## src/rtl/core/mfst_pkg.sv

```systemverilog
// ----------------------------------------------------------------------------
// mfst_pkg
// Types, codes and constants of the multi-finger swipe and tap detector.
// ----------------------------------------------------------------------------
`default_nettype none

package mfst_pkg;

  localparam int MAX_FINGERS   = 5;
  localparam int NBANK         = MAX_FINGERS - 1;
  localparam int TIME_BITS_DEF = 32;
  localparam int CFG_W         = 24;
  localparam int CFG_IDX_W     = 3;
  localparam int DIV_W         = 21;
  localparam int DIV_STEPS     = DIV_W;

  localparam logic [15:0] MIN_DISTANCE_RST = 16'd3277;
  localparam logic [14:0] MIN_VELOCITY_RST = 15'd102;
  localparam logic [9:0]  AXIS_RATIO_RST   = 10'd371;
  localparam logic [23:0] TAP_DURATION_RST = 24'd180000;
  localparam logic [15:0] TAP_MOVEMENT_RST = 16'd2621;

  // Offset that keeps the signed velocity sum positive through the divider.
  localparam logic [DIV_W-1:0] VEL_BIAS = DIV_W'(262144);

  typedef enum logic [CFG_IDX_W-1:0] {
    CFG_MIN_DISTANCE = 3'd0,
    CFG_MIN_VELOCITY = 3'd1,
    CFG_AXIS_RATIO   = 3'd2,
    CFG_TAP_DURATION = 3'd3,
    CFG_TAP_MOVEMENT = 3'd4
  } cfg_idx_t;

  typedef enum logic [2:0] {
    KIND_LEFT  = 3'd0,
    KIND_RIGHT = 3'd1,
    KIND_DOWN  = 3'd2,
    KIND_UP    = 3'd3,
    KIND_TAP   = 3'd4
  } kind_t;

  typedef enum logic [2:0] {
    S_IDLE,
    S_DECIDE,
    S_DIV,
    S_DELTA,
    S_MULT,
    S_SWIPE,
    S_LIFT,
    S_LIFT_OUT
  } state_t;

  typedef struct packed {
    logic [3:0]         finger_count;
    logic               finger_active;
    logic [15:0]        pos_x;
    logic [15:0]        pos_y;
    logic signed [15:0] vel_x;
    logic signed [15:0] vel_y;
    logic [31:0]        timestamp_us;
    logic               last_in_frame;
  } in_item_t;

  typedef struct packed {
    logic [2:0] gesture_fingers;
    logic [2:0] gesture_kind;
    logic       last_result;
  } out_item_t;

  typedef struct packed {
    logic accum;
    logic capture;
    logic decide;
    logic clr_bank0;
    logic div_step;
    logic delta;
    logic mult;
    logic swipe_commit;
    logic lift_step;
    logic lift_commit;
  } cmd_t;

  typedef struct packed {
    logic is_lift;
    logic frame_ok;
    logic cnt_is_two;
    logic div_done;
    logic bank_tracking;
    logic bank_fired;
    logic swipe_hit;
    logic lift_last;
    logic pend_empty;
  } status_t;

endpackage

`default_nettype wire

```

## src/rtl/core/mfst_dp.sv

```systemverilog
// ----------------------------------------------------------------------------
// mfst_dp
// Datapath: frame sums, shared divider, tracking banks, swipe and tap tests,
// and the pending result register.
// ----------------------------------------------------------------------------
`default_nettype none

module mfst_dp #(
  parameter int TIME_BITS = mfst_pkg::TIME_BITS_DEF
) (
  input  wire                                  clk,
  input  wire                                  rst,
  input  mfst_pkg::cmd_t                       cmd,
  output mfst_pkg::status_t                    sts,
  input  mfst_pkg::in_item_t                   in_data,
  output logic                                 out_valid,
  input  wire                                  out_ready,
  output mfst_pkg::out_item_t                  out_data,
  input  wire                                  cfg_we,
  input  wire [mfst_pkg::CFG_IDX_W-1:0]        cfg_addr,
  input  wire [mfst_pkg::CFG_W-1:0]            cfg_data
);
  import mfst_pkg::*;

  // configuration
  logic [15:0] min_dist;
  logic [14:0] min_vel;
  logic [9:0]  ratio;
  logic [23:0] tap_dur;
  logic [15:0] tap_mov;

  // frame accumulation
  logic [18:0]        sum_px, sum_py;
  logic signed [18:0] sum_vx, sum_vy;
  logic [2:0]         seen;
  logic [3:0]         cnt_q;
  logic [TIME_BITS-1:0] ts_q;

  // divider
  logic [DIV_W-1:0] dvd [4];
  logic [2:0]       rem [4];
  logic [4:0]       div_cnt;
  logic [2:0]       div_n;
  logic [DIV_W-1:0] bias_n;

  // banks
  logic [NBANK-1:0]     trk, fired;
  logic [15:0]          sx  [NBANK];
  logic [15:0]          sy  [NBANK];
  logic [TIME_BITS-1:0] st  [NBANK];
  logic [15:0]          exc [NBANK];
  logic [1:0]           bank_sel, lift_idx;
  logic [NBANK-1:0]     tap_mask;

  // delta and product stages
  logic               d_negx, d_negy, v_negx, v_negy;
  logic [15:0]        adx_q, ady_q, avx_q, avy_q;
  logic [25:0]        p_adx, p_ady, p_avx, p_avy;

  // pending results
  logic [NBANK-1:0] pend_mask;
  logic [2:0]       pend_kind;

  // combinational
  logic [15:0]        avg_x, avg_y;
  logic signed [15:0] avg_vx, avg_vy;
  logic signed [16:0] dx, dy;
  logic [15:0]        adx, ady, avx, avy, exc_new;
  logic               x_dom, y_dom, vx_dom, vy_dom;
  logic               dist_x, dist_y, vel_x_ok, vel_y_ok;
  logic               go_left, go_right, go_down, go_up;
  logic [2:0]         swipe_kind;
  logic [TIME_BITS-1:0] dur;
  logic               tap_bit;

  always_ff @(posedge clk) begin
    if (rst) begin
      min_dist <= MIN_DISTANCE_RST;
      min_vel  <= MIN_VELOCITY_RST;
      ratio    <= AXIS_RATIO_RST;
      tap_dur  <= TAP_DURATION_RST;
      tap_mov  <= TAP_MOVEMENT_RST;
    end else if (cfg_we) begin
      case (cfg_addr)
        CFG_MIN_DISTANCE: min_dist <= cfg_data[15:0];
        CFG_MIN_VELOCITY: min_vel  <= cfg_data[14:0];
        CFG_AXIS_RATIO:   ratio    <= cfg_data[9:0];
        CFG_TAP_DURATION: tap_dur  <= cfg_data[23:0];
        CFG_TAP_MOVEMENT: tap_mov  <= cfg_data[15:0];
        default: ;
      endcase
    end
  end

  always_ff @(posedge clk) begin
    if (rst) begin
      sum_px <= '0;
      sum_py <= '0;
      sum_vx <= '0;
      sum_vy <= '0;
      seen   <= '0;
    end else if (cmd.decide) begin
      sum_px <= '0;
      sum_py <= '0;
      sum_vx <= '0;
      sum_vy <= '0;
      seen   <= '0;
    end else if (cmd.accum && in_data.finger_active && seen != 3'd7) begin
      sum_px <= sum_px + 19'(in_data.pos_x);
      sum_py <= sum_py + 19'(in_data.pos_y);
      sum_vx <= sum_vx + 19'(in_data.vel_x);
      sum_vy <= sum_vy + 19'(in_data.vel_y);
      seen   <= seen + 3'd1;
    end
  end

  always_ff @(posedge clk) begin
    if (cmd.capture) begin
      cnt_q <= in_data.finger_count;
      ts_q  <= TIME_BITS'(in_data.timestamp_us);
    end
  end

  assign div_n  = cnt_q[2:0];
  assign bias_n = {div_n, 18'd0};

  // One quotient bit per cycle for all four sums.
  always_ff @(posedge clk) begin
    if (rst) begin
      div_cnt <= '0;
    end else if (cmd.decide) begin
      div_cnt <= '0;
    end else if (cmd.div_step) begin
      div_cnt <= div_cnt + 5'd1;
    end
  end

  always_ff @(posedge clk) begin
    logic [3:0] rsh;
    logic       ge;
    if (cmd.decide) begin
      dvd[0] <= DIV_W'(sum_px);
      dvd[1] <= DIV_W'(sum_py);
      dvd[2] <= DIV_W'(sum_vx) + bias_n;
      dvd[3] <= DIV_W'(sum_vy) + bias_n;
      for (int i = 0; i < 4; i++) rem[i] <= '0;
    end else if (cmd.div_step) begin
      for (int i = 0; i < 4; i++) begin
        rsh    = {rem[i], dvd[i][DIV_W-1]};
        ge     = rsh >= {1'b0, div_n};
        rem[i] <= ge ? 3'(rsh - {1'b0, div_n}) : rsh[2:0];
        dvd[i] <= {dvd[i][DIV_W-2:0], ge};
      end
    end
  end

  assign avg_x  = dvd[0][15:0];
  assign avg_y  = dvd[1][15:0];
  assign avg_vx = signed'(16'(dvd[2] - VEL_BIAS));
  assign avg_vy = signed'(16'(dvd[3] - VEL_BIAS));

  assign bank_sel = cmd.lift_step ? lift_idx : 2'(cnt_q[1:0] - 2'd2);

  always_comb begin
    dx  = signed'({1'b0, avg_x}) - signed'({1'b0, sx[bank_sel]});
    dy  = signed'({1'b0, avg_y}) - signed'({1'b0, sy[bank_sel]});
    adx = dx[16] ? 16'(-dx) : dx[15:0];
    ady = dy[16] ? 16'(-dy) : dy[15:0];
    avx = avg_vx[15] ? 16'(-avg_vx) : avg_vx;
    avy = avg_vy[15] ? 16'(-avg_vy) : avg_vy;
    exc_new = exc[bank_sel];
    if (adx > exc_new) exc_new = adx;
    if (ady > exc_new) exc_new = ady;
  end

  always_ff @(posedge clk) begin
    if (cmd.delta && trk[bank_sel] && !fired[bank_sel]) begin
      d_negx <= dx[16];
      d_negy <= dy[16];
      v_negx <= avg_vx[15];
      v_negy <= avg_vy[15];
      adx_q  <= adx;
      ady_q  <= ady;
      avx_q  <= avx;
      avy_q  <= avy;
    end
    if (cmd.mult) begin
      p_adx <= adx_q * ratio;
      p_ady <= ady_q * ratio;
      p_avx <= avx_q * ratio;
      p_avy <= avy_q * ratio;
    end
  end

  always_comb begin
    x_dom    = {2'b0, adx_q, 8'd0} > p_ady;
    y_dom    = {2'b0, ady_q, 8'd0} > p_adx;
    vx_dom   = {2'b0, avx_q, 8'd0} > p_avy;
    vy_dom   = {2'b0, avy_q, 8'd0} > p_avx;
    dist_x   = adx_q > min_dist;
    dist_y   = ady_q > min_dist;
    vel_x_ok = avx_q > {1'b0, min_vel};
    vel_y_ok = avy_q > {1'b0, min_vel};
    go_left  = d_negx && dist_x && x_dom && v_negx && vel_x_ok && vx_dom;
    go_right = !d_negx && dist_x && x_dom && !v_negx && vel_x_ok && vx_dom;
    go_down  = d_negy && dist_y && y_dom && v_negy && vel_y_ok && vy_dom;
    go_up    = !d_negy && dist_y && y_dom && !v_negy && vel_y_ok && vy_dom;
    if (go_left)       swipe_kind = KIND_LEFT;
    else if (go_right) swipe_kind = KIND_RIGHT;
    else if (go_down)  swipe_kind = KIND_DOWN;
    else               swipe_kind = KIND_UP;
  end

  assign dur     = ts_q - st[lift_idx];
  assign tap_bit = trk[lift_idx] && !fired[lift_idx] &&
                   dur <= TIME_BITS'(tap_dur) && exc[lift_idx] <= tap_mov;

  always_ff @(posedge clk) begin
    if (rst) begin
      trk   <= '0;
      fired <= '0;
    end else if (cmd.lift_commit) begin
      trk   <= '0;
      fired <= '0;
    end else if (cmd.clr_bank0) begin
      trk[0]   <= 1'b0;
      fired[0] <= 1'b0;
    end else if (cmd.delta && !trk[bank_sel]) begin
      trk[bank_sel]   <= 1'b1;
      fired[bank_sel] <= 1'b0;
    end else if (cmd.swipe_commit) begin
      fired[bank_sel] <= 1'b1;
    end
  end

  always_ff @(posedge clk) begin
    if (cmd.delta) begin
      if (!trk[bank_sel]) begin
        sx[bank_sel]  <= avg_x;
        sy[bank_sel]  <= avg_y;
        st[bank_sel]  <= ts_q;
        exc[bank_sel] <= '0;
      end else if (!fired[bank_sel]) begin
        exc[bank_sel] <= exc_new;
      end
    end
  end

  always_ff @(posedge clk) begin
    if (rst) begin
      lift_idx <= '0;
      tap_mask <= '0;
    end else if (cmd.decide) begin
      lift_idx <= '0;
      tap_mask <= '0;
    end else if (cmd.lift_step) begin
      tap_mask[lift_idx] <= tap_bit;
      lift_idx           <= lift_idx + 2'd1;
    end
  end

  // Results leave lowest bank first; accept clears the lowest pending bit.
  always_ff @(posedge clk) begin
    if (rst) begin
      pend_mask <= '0;
    end else if (cmd.swipe_commit) begin
      pend_mask <= NBANK'(1) << bank_sel;
    end else if (cmd.lift_commit) begin
      pend_mask <= tap_mask;
    end else if (out_valid && out_ready) begin
      pend_mask <= pend_mask & (pend_mask - NBANK'(1));
    end
  end

  always_ff @(posedge clk) begin
    if (cmd.swipe_commit) begin
      pend_kind <= swipe_kind;
    end else if (cmd.lift_commit) begin
      pend_kind <= KIND_TAP;
    end
  end

  always_comb begin
    out_valid = |pend_mask;
    if (pend_mask[0])      out_data.gesture_fingers = 3'd2;
    else if (pend_mask[1]) out_data.gesture_fingers = 3'd3;
    else if (pend_mask[2]) out_data.gesture_fingers = 3'd4;
    else                   out_data.gesture_fingers = 3'd5;
    out_data.gesture_kind = pend_kind;
    out_data.last_result  = (pend_mask & (pend_mask - NBANK'(1))) == '0;
  end

  always_comb begin
    sts.is_lift       = cnt_q < 4'd2 || cnt_q > 4'(MAX_FINGERS);
    sts.frame_ok      = {1'b0, seen} == cnt_q;
    sts.cnt_is_two    = cnt_q == 4'd2;
    sts.div_done      = div_cnt == 5'(DIV_STEPS);
    sts.bank_tracking = trk[bank_sel];
    sts.bank_fired    = fired[bank_sel];
    sts.swipe_hit     = go_left || go_right || go_down || go_up;
    sts.lift_last     = lift_idx == 2'd3;
    sts.pend_empty    = ~|pend_mask;
  end

endmodule

`default_nettype wire

```

## src/rtl/core/mfst_ctrl.sv

```systemverilog
// ----------------------------------------------------------------------------
// mfst_ctrl
// Controller: sequences frame decision, division, swipe test and lift scan.
// ----------------------------------------------------------------------------
`default_nettype none

module mfst_ctrl (
  input  wire                clk,
  input  wire                rst,
  input  wire                in_valid,
  input  wire                in_last,
  output logic               in_ready,
  input  mfst_pkg::status_t  sts,
  output mfst_pkg::cmd_t     cmd
);
  import mfst_pkg::*;

  state_t state, state_next;
  logic   accept;

  assign accept = in_valid && in_ready;

  always_ff @(posedge clk) begin
    if (rst) begin
      state <= S_IDLE;
    end else begin
      state <= state_next;
    end
  end

  always_comb begin
    state_next = state;
    case (state)
      S_IDLE:     if (accept && in_last) state_next = S_DECIDE;
      S_DECIDE: begin
        if (sts.is_lift)       state_next = S_LIFT;
        else if (sts.frame_ok) state_next = S_DIV;
        else                   state_next = S_IDLE;
      end
      S_DIV:      if (sts.div_done) state_next = S_DELTA;
      S_DELTA: begin
        if (sts.bank_tracking && !sts.bank_fired) state_next = S_MULT;
        else                                      state_next = S_IDLE;
      end
      S_MULT:     state_next = S_SWIPE;
      // hold a hit until the result register is free
      S_SWIPE:    if (!sts.swipe_hit || sts.pend_empty) state_next = S_IDLE;
      S_LIFT:     if (sts.lift_last) state_next = S_LIFT_OUT;
      S_LIFT_OUT: if (sts.pend_empty) state_next = S_IDLE;
      default:    state_next = S_IDLE;
    endcase
  end

  always_comb begin
    cmd      = '0;
    in_ready = 1'b0;
    case (state)
      S_IDLE: begin
        in_ready    = 1'b1;
        cmd.accum   = accept;
        cmd.capture = accept && in_last;
      end
      S_DECIDE: begin
        cmd.decide    = 1'b1;
        cmd.clr_bank0 = !sts.is_lift && sts.frame_ok && !sts.cnt_is_two;
      end
      S_DIV:      cmd.div_step = !sts.div_done;
      S_DELTA:    cmd.delta = 1'b1;
      S_MULT:     cmd.mult = 1'b1;
      S_SWIPE:    cmd.swipe_commit = sts.swipe_hit && sts.pend_empty;
      S_LIFT:     cmd.lift_step = 1'b1;
      S_LIFT_OUT: cmd.lift_commit = sts.pend_empty;
      default: ;
    endcase
  end

endmodule

`default_nettype wire

```

## src/rtl/core/multi_finger_swipe_tap_detector.sv

```systemverilog
// ----------------------------------------------------------------------------
// multi_finger_swipe_tap_detector
// Swipe and tap recognition over touch frames of two to five fingers.
// ----------------------------------------------------------------------------
// A finger record that does not close its frame is taken and the input stays
// ready. The closing record of a frame with 2 to 5 fingers goes through a
// decide step, the bit-serial divider that averages the four sums (21 quotient
// steps), then delta, multiply and swipe-test steps; a frame that only starts
// tracking skips the last two. A lift scans the banks one after another for taps.
// Results sit in an output register and leave one per cycle as they are taken;
// input records are still accepted meanwhile, and a frame that produces
// results waits only if earlier results are still unread.
`default_nettype none

module multi_finger_swipe_tap_detector #(
  parameter int TIME_BITS = mfst_pkg::TIME_BITS_DEF
) (
  input  wire                            clk,
  input  wire                            rst,
  input  wire                            in_valid,
  output logic                           in_ready,
  input  mfst_pkg::in_item_t             in_data,
  output logic                           out_valid,
  input  wire                            out_ready,
  output mfst_pkg::out_item_t            out_data,
  input  wire                            cfg_we,
  input  wire [mfst_pkg::CFG_IDX_W-1:0]  cfg_addr,
  input  wire [mfst_pkg::CFG_W-1:0]      cfg_data
);
  import mfst_pkg::*;

  cmd_t    cmd;
  status_t sts;

  mfst_ctrl u_ctrl (
    .clk      (clk),
    .rst      (rst),
    .in_valid (in_valid),
    .in_last  (in_data.last_in_frame),
    .in_ready (in_ready),
    .sts      (sts),
    .cmd      (cmd)
  );

  mfst_dp #(
    .TIME_BITS (TIME_BITS)
  ) u_dp (
    .clk       (clk),
    .rst       (rst),
    .cmd       (cmd),
    .sts       (sts),
    .in_data   (in_data),
    .out_valid (out_valid),
    .out_ready (out_ready),
    .out_data  (out_data),
    .cfg_we    (cfg_we),
    .cfg_addr  (cfg_addr),
    .cfg_data  (cfg_data)
  );

endmodule

`default_nettype wire

```

## config.mk

```make
export PLATFORM = sky130hd
export DESIGN_NAME = multi_finger_swipe_tap_detector
export DESIGN_NICKNAME = d
export VERILOG_FILES = /design/src/rtl/core/mfst_pkg.sv /design/src/rtl/core/mfst_dp.sv /design/src/rtl/core/mfst_ctrl.sv /design/src/rtl/core/multi_finger_swipe_tap_detector.sv
export SDC_FILE = /design/constraint.sdc
export NUM_CORES = 2
export LEC_CHECK = 0
export ABC_AREA = 0
export BUFFER_PORTS_ARGS = -buffer_cell sky130_fd_sc_hd__buf_2
export CAP_MARGIN = 10
export CORE_ASPECT_RATIO = 1.2
export CORE_UTILIZATION = 29
export CTS_CLUSTER_DIAMETER = 120
export DETAILED_ROUTE_END_ITERATION = 10
export MAX_ROUTING_LAYER = met4
export SLEW_MARGIN = 20
export SYNTH_ARGS = -nofsm -noshare
export SYNTH_HDL_FRONTEND = slang
export SYNTH_SLANG_ARGS = --single-unit
```

## constraint.sdc

```tcl
create_clock -name clk -period 9.21 [get_ports clk]
set_input_delay 0.4605 -clock clk [delete_from_list [all_inputs] [get_ports clk]]
set_output_delay 0.4605 -clock clk [all_outputs]
set_load 0.05 [all_outputs]
```

Yosys cells after proc, flatten, opt, wreduce, memory -nomap -nowiden

Memory sizes are Yosys's and may differ from the RTL's. A register that Yosys moved wholly into a read port is not among the register bits.
Index checks and enable logic that the tools add are counted.

Memories: 6
Memory bits (writable): 416
Output and inout port bits: 9
Flip-flop bits (word level): 397

Memory list:

| memory   | depth | bits a word | read ports | clocked after Yosys merged registers in | wr ports | RTL line      | text |
|---|---|---|---|---|---|---|---|
| u_dp.st  | 4     | 32          | 1          | 1                                       | 1        | mfst_dp.sv:50 | `logic [TIME_BITS-1:0] st [NBANK];` |
| u_dp.dvd | 4     | 21          | 4          | 0                                       | 4        | mfst_dp.sv:40 | `logic [DIV_W-1:0] dvd [4];` |
| u_dp.exc | 4     | 16          | 2          | 1                                       | 1        | mfst_dp.sv:51 | `logic [15:0] exc [NBANK];` |
| u_dp.sx  | 4     | 16          | 1          | 0                                       | 1        | mfst_dp.sv:48 | `logic [15:0] sx [NBANK];` |
| u_dp.sy  | 4     | 16          | 1          | 0                                       | 1        | mfst_dp.sv:49 | `logic [15:0] sy [NBANK];` |
| u_dp.rem | 4     | 3           | 4          | 0                                       | 4        | mfst_dp.sv:41 | `logic [2:0] rem [4];` |

Bitwise logic cells: 15
$add $sub $neg: 24
Shifts and indexed selects: 1
Equality and inequality tests: 21
Multipliers: 4
Multiplexer cells: 80
Reduce and logical (&&, ||, !) cells: 72
Magnitude comparators: 22

Operators by type and width:

| operator              | number |
|---|---|
| $gt 24x26->1          | 4 |
| $mul 16x10->26        | 4 |
| $mux 21               | 4 |
| $mux 16               | 5 |
| $add 19x16->19        | 4 |
| $gt 16x16->1          | 4 |
| $neg 16->16           | 4 |
| $mux 3                | 21 |
| $add 21x21->21        | 2 |
| $logic_and 1x1->1     | 37 |
| $sub 16x16->17        | 2 |
| $gt 16x15->1          | 2 |
| $le 32x24->1          | 1 |
| $sub 16x1->16 const B | 2 |
| $sub 32x32->32        | 1 |
| $mux 15               | 2 |
| $mux 1                | 27 |
| $pmux 3 s8            | 1 |
| $mux 4                | 5 |
| $ge 4x3->1            | 4 |
| $le 16x16->1          | 1 |
| $mux 2                | 8 |
| $eq 3x3->1 const B    | 5 |
| $reduce_and 2->1      | 7 |
| other kinds (38)      | 82 |

Depth between registers and ports, before layout

Depth in word-level cells: 13
Mapped depth: 47

By module

A second synthesis with hierarchy kept.

Cells, all modules: 6171
Area, all modules: 63226.9 um^2

Modules (own cells, without submodules):

| module    | instances | cells an instance | sequential area each (um^2) | area an instance (um^2) |
|---|---|---|---|---|
| mfst_dp   | 1         | 6136              | 22531.6                     | 62954.1 |
| mfst_ctrl | 1         | 35                | 60.1                        | 272.8 |

Worst setup path before layout

Ideal clock, no wire load.

Path type: register -> register
From: reg u_ctrl.state[0]
To: mem u_dp.exc[0][3] (data pin)
Period minus slack after synthesis: 9103 ps
Stages on the path, launching flop included: 42
Required time: 8938 ps
Buffers on the path: 6
Slack: 107 ps
Library setup time: 272 ps
Arrival: 8831 ps
Cell sequence: dfxtp_1 buf_2 nand2b_1 or2_2 clkbuf_1 nand2_1 a21boi_2 clkbuf_1 buf_2 mux4_2 inv_1 ha_1 and2_1 a221o_1 a21oi_1 mux2i_1 nor4b_4 nand2_1 [6 not listed] a21oi_1 o2111a_1 a221o_1 buf_2 mux2i_1 ha_1 nor2b_1 o21a_1 o21a_1 o21a_1 o21a_1 o211ai_1 a211o_1 a31oi_1 nand2b_1 clkbuf_1 nor2_1 a221o_1

Word-level cells in the longest chain between the ends: 12
Elaborated cells on any way between the ends: 27
Classes of those cells: add/sub: 4; order compare: 2; eq/ne: 2; mux: 16; memory: 3

RTL lines:

| element                  | RTL line        | text |
|---|---|---|
| start: declaration       | mfst_ctrl.sv:18 | `state_t state, state_next;` |
| start signal: assignment | mfst_ctrl.sv:27 | `state <= state_next;` |
| $eq 3x3->1 *             | mfst_ctrl.sv:57 | `case (state)` |
| $mux 1 *                 | mfst_ctrl.sv:57 |  |
| $mux 2 *                 | mfst_dp.sv:162  | `assign bank_sel = cmd.lift_step ? lift_idx : 2'(cnt_q[1:0] - 2'd2);` |
| $mem_v2 4x16 *           | -               |  |
| $sub 16x16->17 *         | mfst_dp.sv:165  | `dx = signed'({1'b0, avg_x}) - signed'({1'b0, sx[bank_sel]});` |
| $neg 16->16              | mfst_dp.sv:167  | `adx = dx[16] ? 16'(-dx) : dx[15:0];` |
| $mux 16 *                | mfst_dp.sv:167  |  |
| via u_dp.adx[13]         | mfst_dp.sv:68   | `logic [15:0] adx, ady, avx, avy, exc_new;` |
| $gt 16x16->1             | mfst_dp.sv:172  | `if (adx > exc_new) exc_new = adx;` |
| $mux 16 *                | mfst_dp.sv:172  |  |
| $gt 16x16->1             | mfst_dp.sv:173  | `if (ady > exc_new) exc_new = ady;` |
| $mux 16 *                | mfst_dp.sv:173  |  |
| $mux 16 (no line) *      | -               |  |
| end: declaration         | mfst_dp.sv:51   |  |

Mark *: on every way through the listed nets, which the timed path passes. The rest lies on a longest branch. The select of a mux whose other input is x is not followed.

Final worst setup path

From: reg u_ctrl.state[0]
To: mem u_dp.exc[3][5] (data pin)

The elaborated chain is that of the path after synthesis.

==> impl_metrics.ini <==
[run_status]
outcome = finished clean

[global_routing]
grt_start_max_net_pins = 83
wire_length_of_the_first_global_routing_pass_um = 253700
grt_pass1_vias = 45450
grt_antenna_before_repair = 17
overflow = 0
grtUsageTotal_pct = 15.37

[floorplan]
die-area_um2 = 216500
initial_core_utilization_pct = 29.29
dieHeight_um = 509.5
fp-row-count = 185
chipWidth_um = 424.9
core_area_um2 = 212500
floorplan.io_pins = 143

[layout]
share_of_post_route_cells_with_drive_strength_above_1_pct = 8.383
finish.net_count = 7341
nFillCells = 21620
area_growth_pct = 11.96
fraction_of_the_core_area_covered_by_cells_at_the_end_of_the_flow_pct = 32.80
postLayoutCellArea_um2 = 69690
sequential_cell_area_um2 = 22610
multi_input_comb_area_um2 = 36270

[clock_tree]
cts_max_path_buffers = 3
clk-insertion-delay-late_ns = 0.74
total_number_of_h_tree_levels = 3
clock_tree_from_tritoncts = yes
cts_sinks = 815
cts_root_buffer = sky130_fd_sc_hd__clkbuf_16
cts_made_buffers = 85
clk_pin_slew_ns = 0.07

[run]
drv_cap = 0

[setup_path]
r2r.worst_path.cells = 40
cp.arrival_ns = 8.95
path_buf_inv = 6
worst_setup_path_end_kind = register
worst-setup-path-type = reg2reg
critical_path.most_common_cell = sky130_fd_sc_hd__o21a_1
timing.critical_path.required_ns = 9.68
cpLargestDelayFamily = compound AO/OA/AOI/OAI gates
worstSetupStartpointType = register
worst-r2r-setup-slack_ns = 0.73
cpPeakStageDelay_ns = 0.54
rr_startpoint = u_ctrl.state[0]
critical_path.slowest_cell = sky130_fd_sc_hd__mux4_2
path_max_fanout = 13
r2r-end = u_dp.exc[3][5]

[pwr]
p_switching_uw = 4681
internal_power_uw = 8536
power_uw = 13220
power_per_cell_area_nw_per_um2 = 189.7
p_clk_share_pct = 26.8
seq_power_share_pct = 36.7
netSwitchingFraction_pct = 35.42
cellLeakagePower_uw = 0.02922
comb_power_share_pct = 36.5
power.ir.vdd_worst_mv = 0.1573

[timing]
hold_violations = 0
slew_violations = 0
max_clk_rate_ghz = 0.1179
slew_worst_pin_ns = 1.060
slew_headroom_pct = 29.27
post_route_clock_skew_ns = 0.04899
setup-tns-final_ns = 0
final-setup-viol-count = 0
timing.final.crit_share_pct = 92.07
timing.final.crit_period_ns = 8.479
rsz0062_at_grt = false

[routing]
num_vias = 44300
route.antenna.remaining_nets = 0
initialDrtViolationCount = 2506
routed_wirelength_um = 162600
wire_per_inst_um = 17.98
drcViolationCount = 0
drt_pass1_iterations = 8
detail_route.vias_per_cell = 4.900

[yosys]
seq_cells_post_synth = 815
postSynthAreaPerCell_um2 = 10.30
yosys.area.top_type = sky130_fd_sc_hd__edfxtp_1
synth_enable_flop_cells = 627
synth-main-ff-cell = sky130_fd_sc_hd__edfxtp_1
syn-num-nets = 7226
synthesis.instances = 6041
ys_top_cells_by_area = sky130_fd_sc_hd__edfxtp_1, sky130_fd_sc_hd__fa_1, sky130_fd_sc_hd__ha_1
yosys_warnings = 0
synth_area_um2 = 62240
post_synth_num_cell_types = 85
post-synth-top-area-fraction_pct = 30.25
seq_area_frac_synth_pct = 36.30
asyncSetResetFlopFracSynth_pct = 0

[placed_design]
gpl.final_weighted_congestion = 0.8863
dpl-instance-area_um2 = 66310
place.port_buffers = 142
place.detailed.hpwl_um = 122100

[min_path]
hold-path-endpoint = u_dp.tap_mov[15]
hp-start = cfg_data[15]
holdPathStages = 3
worst_hold_path_type = in2reg
## timing repair
item | 4_1_cts | 5_1_grt
setup buffers | 0 | 5
hold endpoints to repair | 44 | 0
setup endpoints to repair | 0 | 64
hold buffers | 44 | 0
resized for setup | 0 | 9
## layout by cell type (no fill, tap or decap), types with 65 or more instances in the layout
cell and instances:
sky130_fd_sc_hd__a21o_1 122, sky130_fd_sc_hd__a21oi_1 299, sky130_fd_sc_hd__and2_1 279, sky130_fd_sc_hd__buf_2 141, sky130_fd_sc_hd__buf_4 81, sky130_fd_sc_hd__clkbuf_16 86, sky130_fd_sc_hd__dfxtp_1 176, sky130_fd_sc_hd__edfxtp_1 627
sky130_fd_sc_hd__fa_1 453, sky130_fd_sc_hd__ha_1 598, sky130_fd_sc_hd__inv_1 692, sky130_fd_sc_hd__mux4_2 94, sky130_fd_sc_hd__nand2_1 1009, sky130_fd_sc_hd__nand3_1 81, sky130_fd_sc_hd__nor2_1 229, sky130_fd_sc_hd__nor3_1 74
sky130_fd_sc_hd__o21ai_0 131, sky130_fd_sc_hd__xnor2_1 184, sky130_fd_sc_hd__xor2_1 65
## sequential cells by signal, indices dropped and copies added, names as in the netlist, 19 cells and up, named ones only
signal,flops
u_dp.ts_q,32
u_dp.sum_px,19
u_dp.p_avy,26
u_dp.sum_vx,19
u_dp.sy,64
u_dp.exc,64
u_dp.st,128
u_dp.p_adx,26
u_dp.sx,64
u_dp.sum_vy,19
u_dp.sum_py,19
u_dp.p_avx,26
u_dp.tap_dur,24
u_dp.dvd,84
u_dp.p_ady,26
## synthesized netlist by cell type, drive strengths merged (28+ instances only)
master,instances
nand2,1009
inv,693
edfxtp,627
ha,598
fa,453
a21oi,301
and2,281
nor2,238
clkbuf,188
dfxtp,188
xnor2,185
o21ai,142
a21o,122
mux4,94
nand3,81
nor3,81
xor2,65
buf,55
nor2b,49
o21a,49
nand4,47
nand2b,45
a211oi,37
and3,28
## worst register-to-register path: cells and delay by family, from the launching register on
kind	cells	cell delay (ns)
flip-flops	1	0.31
XOR/XNOR	1	0.13
AO/OA/AOI/OAI	15	2.83
AND/OR/NAND/NOR	12	2.11
adder cells (fa/ha/maj)	3	0.81
buffers and inverters	6	0.89
multiplexers	3	1.15
## layout make-up
cell class | instances | area share, %
multi-input cells | 4290 | 52.04
flip-flops and latches | 815 | 32.45
well taps | 2805 | 5.036
inverters | 693 | 3.733
clock buffers | 106 | 3.268
repair buffers | 271 | 2.648
clock inverters | 52 | 0.7936
diodes | 9 | 0.03232
## worst max path at each step
stage | to | startpoint | depth (start not counted)
after floorplan | u_dp.exc[0][3] | u_ctrl.state[0] | 41
after global placement | u_dp.exc[1][6] | u_ctrl.state[0] | 33
after detailed placement | u_dp.exc[1][6] | u_ctrl.state[0] | 34
after CTS | u_dp.exc[3][5] | u_ctrl.state[0] | 36
after global routing | u_dp.exc[1][10] | u_ctrl.state[0] | 38
final | u_dp.exc[3][5] | u_ctrl.state[0] | 40
## power groups by stage
stage,logic (uW),clock network [uW],registers [uW]
floorplan,3540,0,4830
global placement,4720,0,4920
detailed placement,4810,0,4930
CTS,4850,3640,4850
global route,5430,3750,4890
finish,4820,3540,4850
## layer usage
metal	global-route usage, %	up-vias	share of wire [%]
met1	17.65	22210	41
met2	26.76	994	51
met4	7.069	0	4.6
met5	-	-	0
met3	1.711	288	4.0
li1	-	20810	-
## metrics by stage
| stage | std cells | hold slack, ns | worst slack, ns |
|---|---|---|---|
| after floorplan | 6041 | 0.4363 | 0.1071 |
| after global placement | 8822 | 0.4451 | 0.1668 |
| after detailed placement | 8825 | 0.4472 | 0.1276 |
| after CTS | 9027 | 0.02894 | 0.05906 |
| after global routing | 9041 | 0.07739 | 0.09960 |
| final | 9041 | 0.06988 | 0.7306 |
## kinds of logic (layout without fill, tap and decap cells)
| kind of cell | Yosys count | after routing | share of synthesized area (%) |
|---|---|---|---|
| simple gates | 1973 | 1973 | 14.71 |
| mux | 124 | 124 | 3.898 |
| compound gates | 891 | 891 | 9.287 |
| xor+xnor | 250 | 250 | 3.530 |
| flops | 815 | 815 | 36.30 |
| fa+ha+maj | 1052 | 1052 | 26.61 |
| other cells | 0 | 9 | 0 |
| buf+inv | 936 | 1122 | 5.675 |
(Power assumes the default switching activity.)
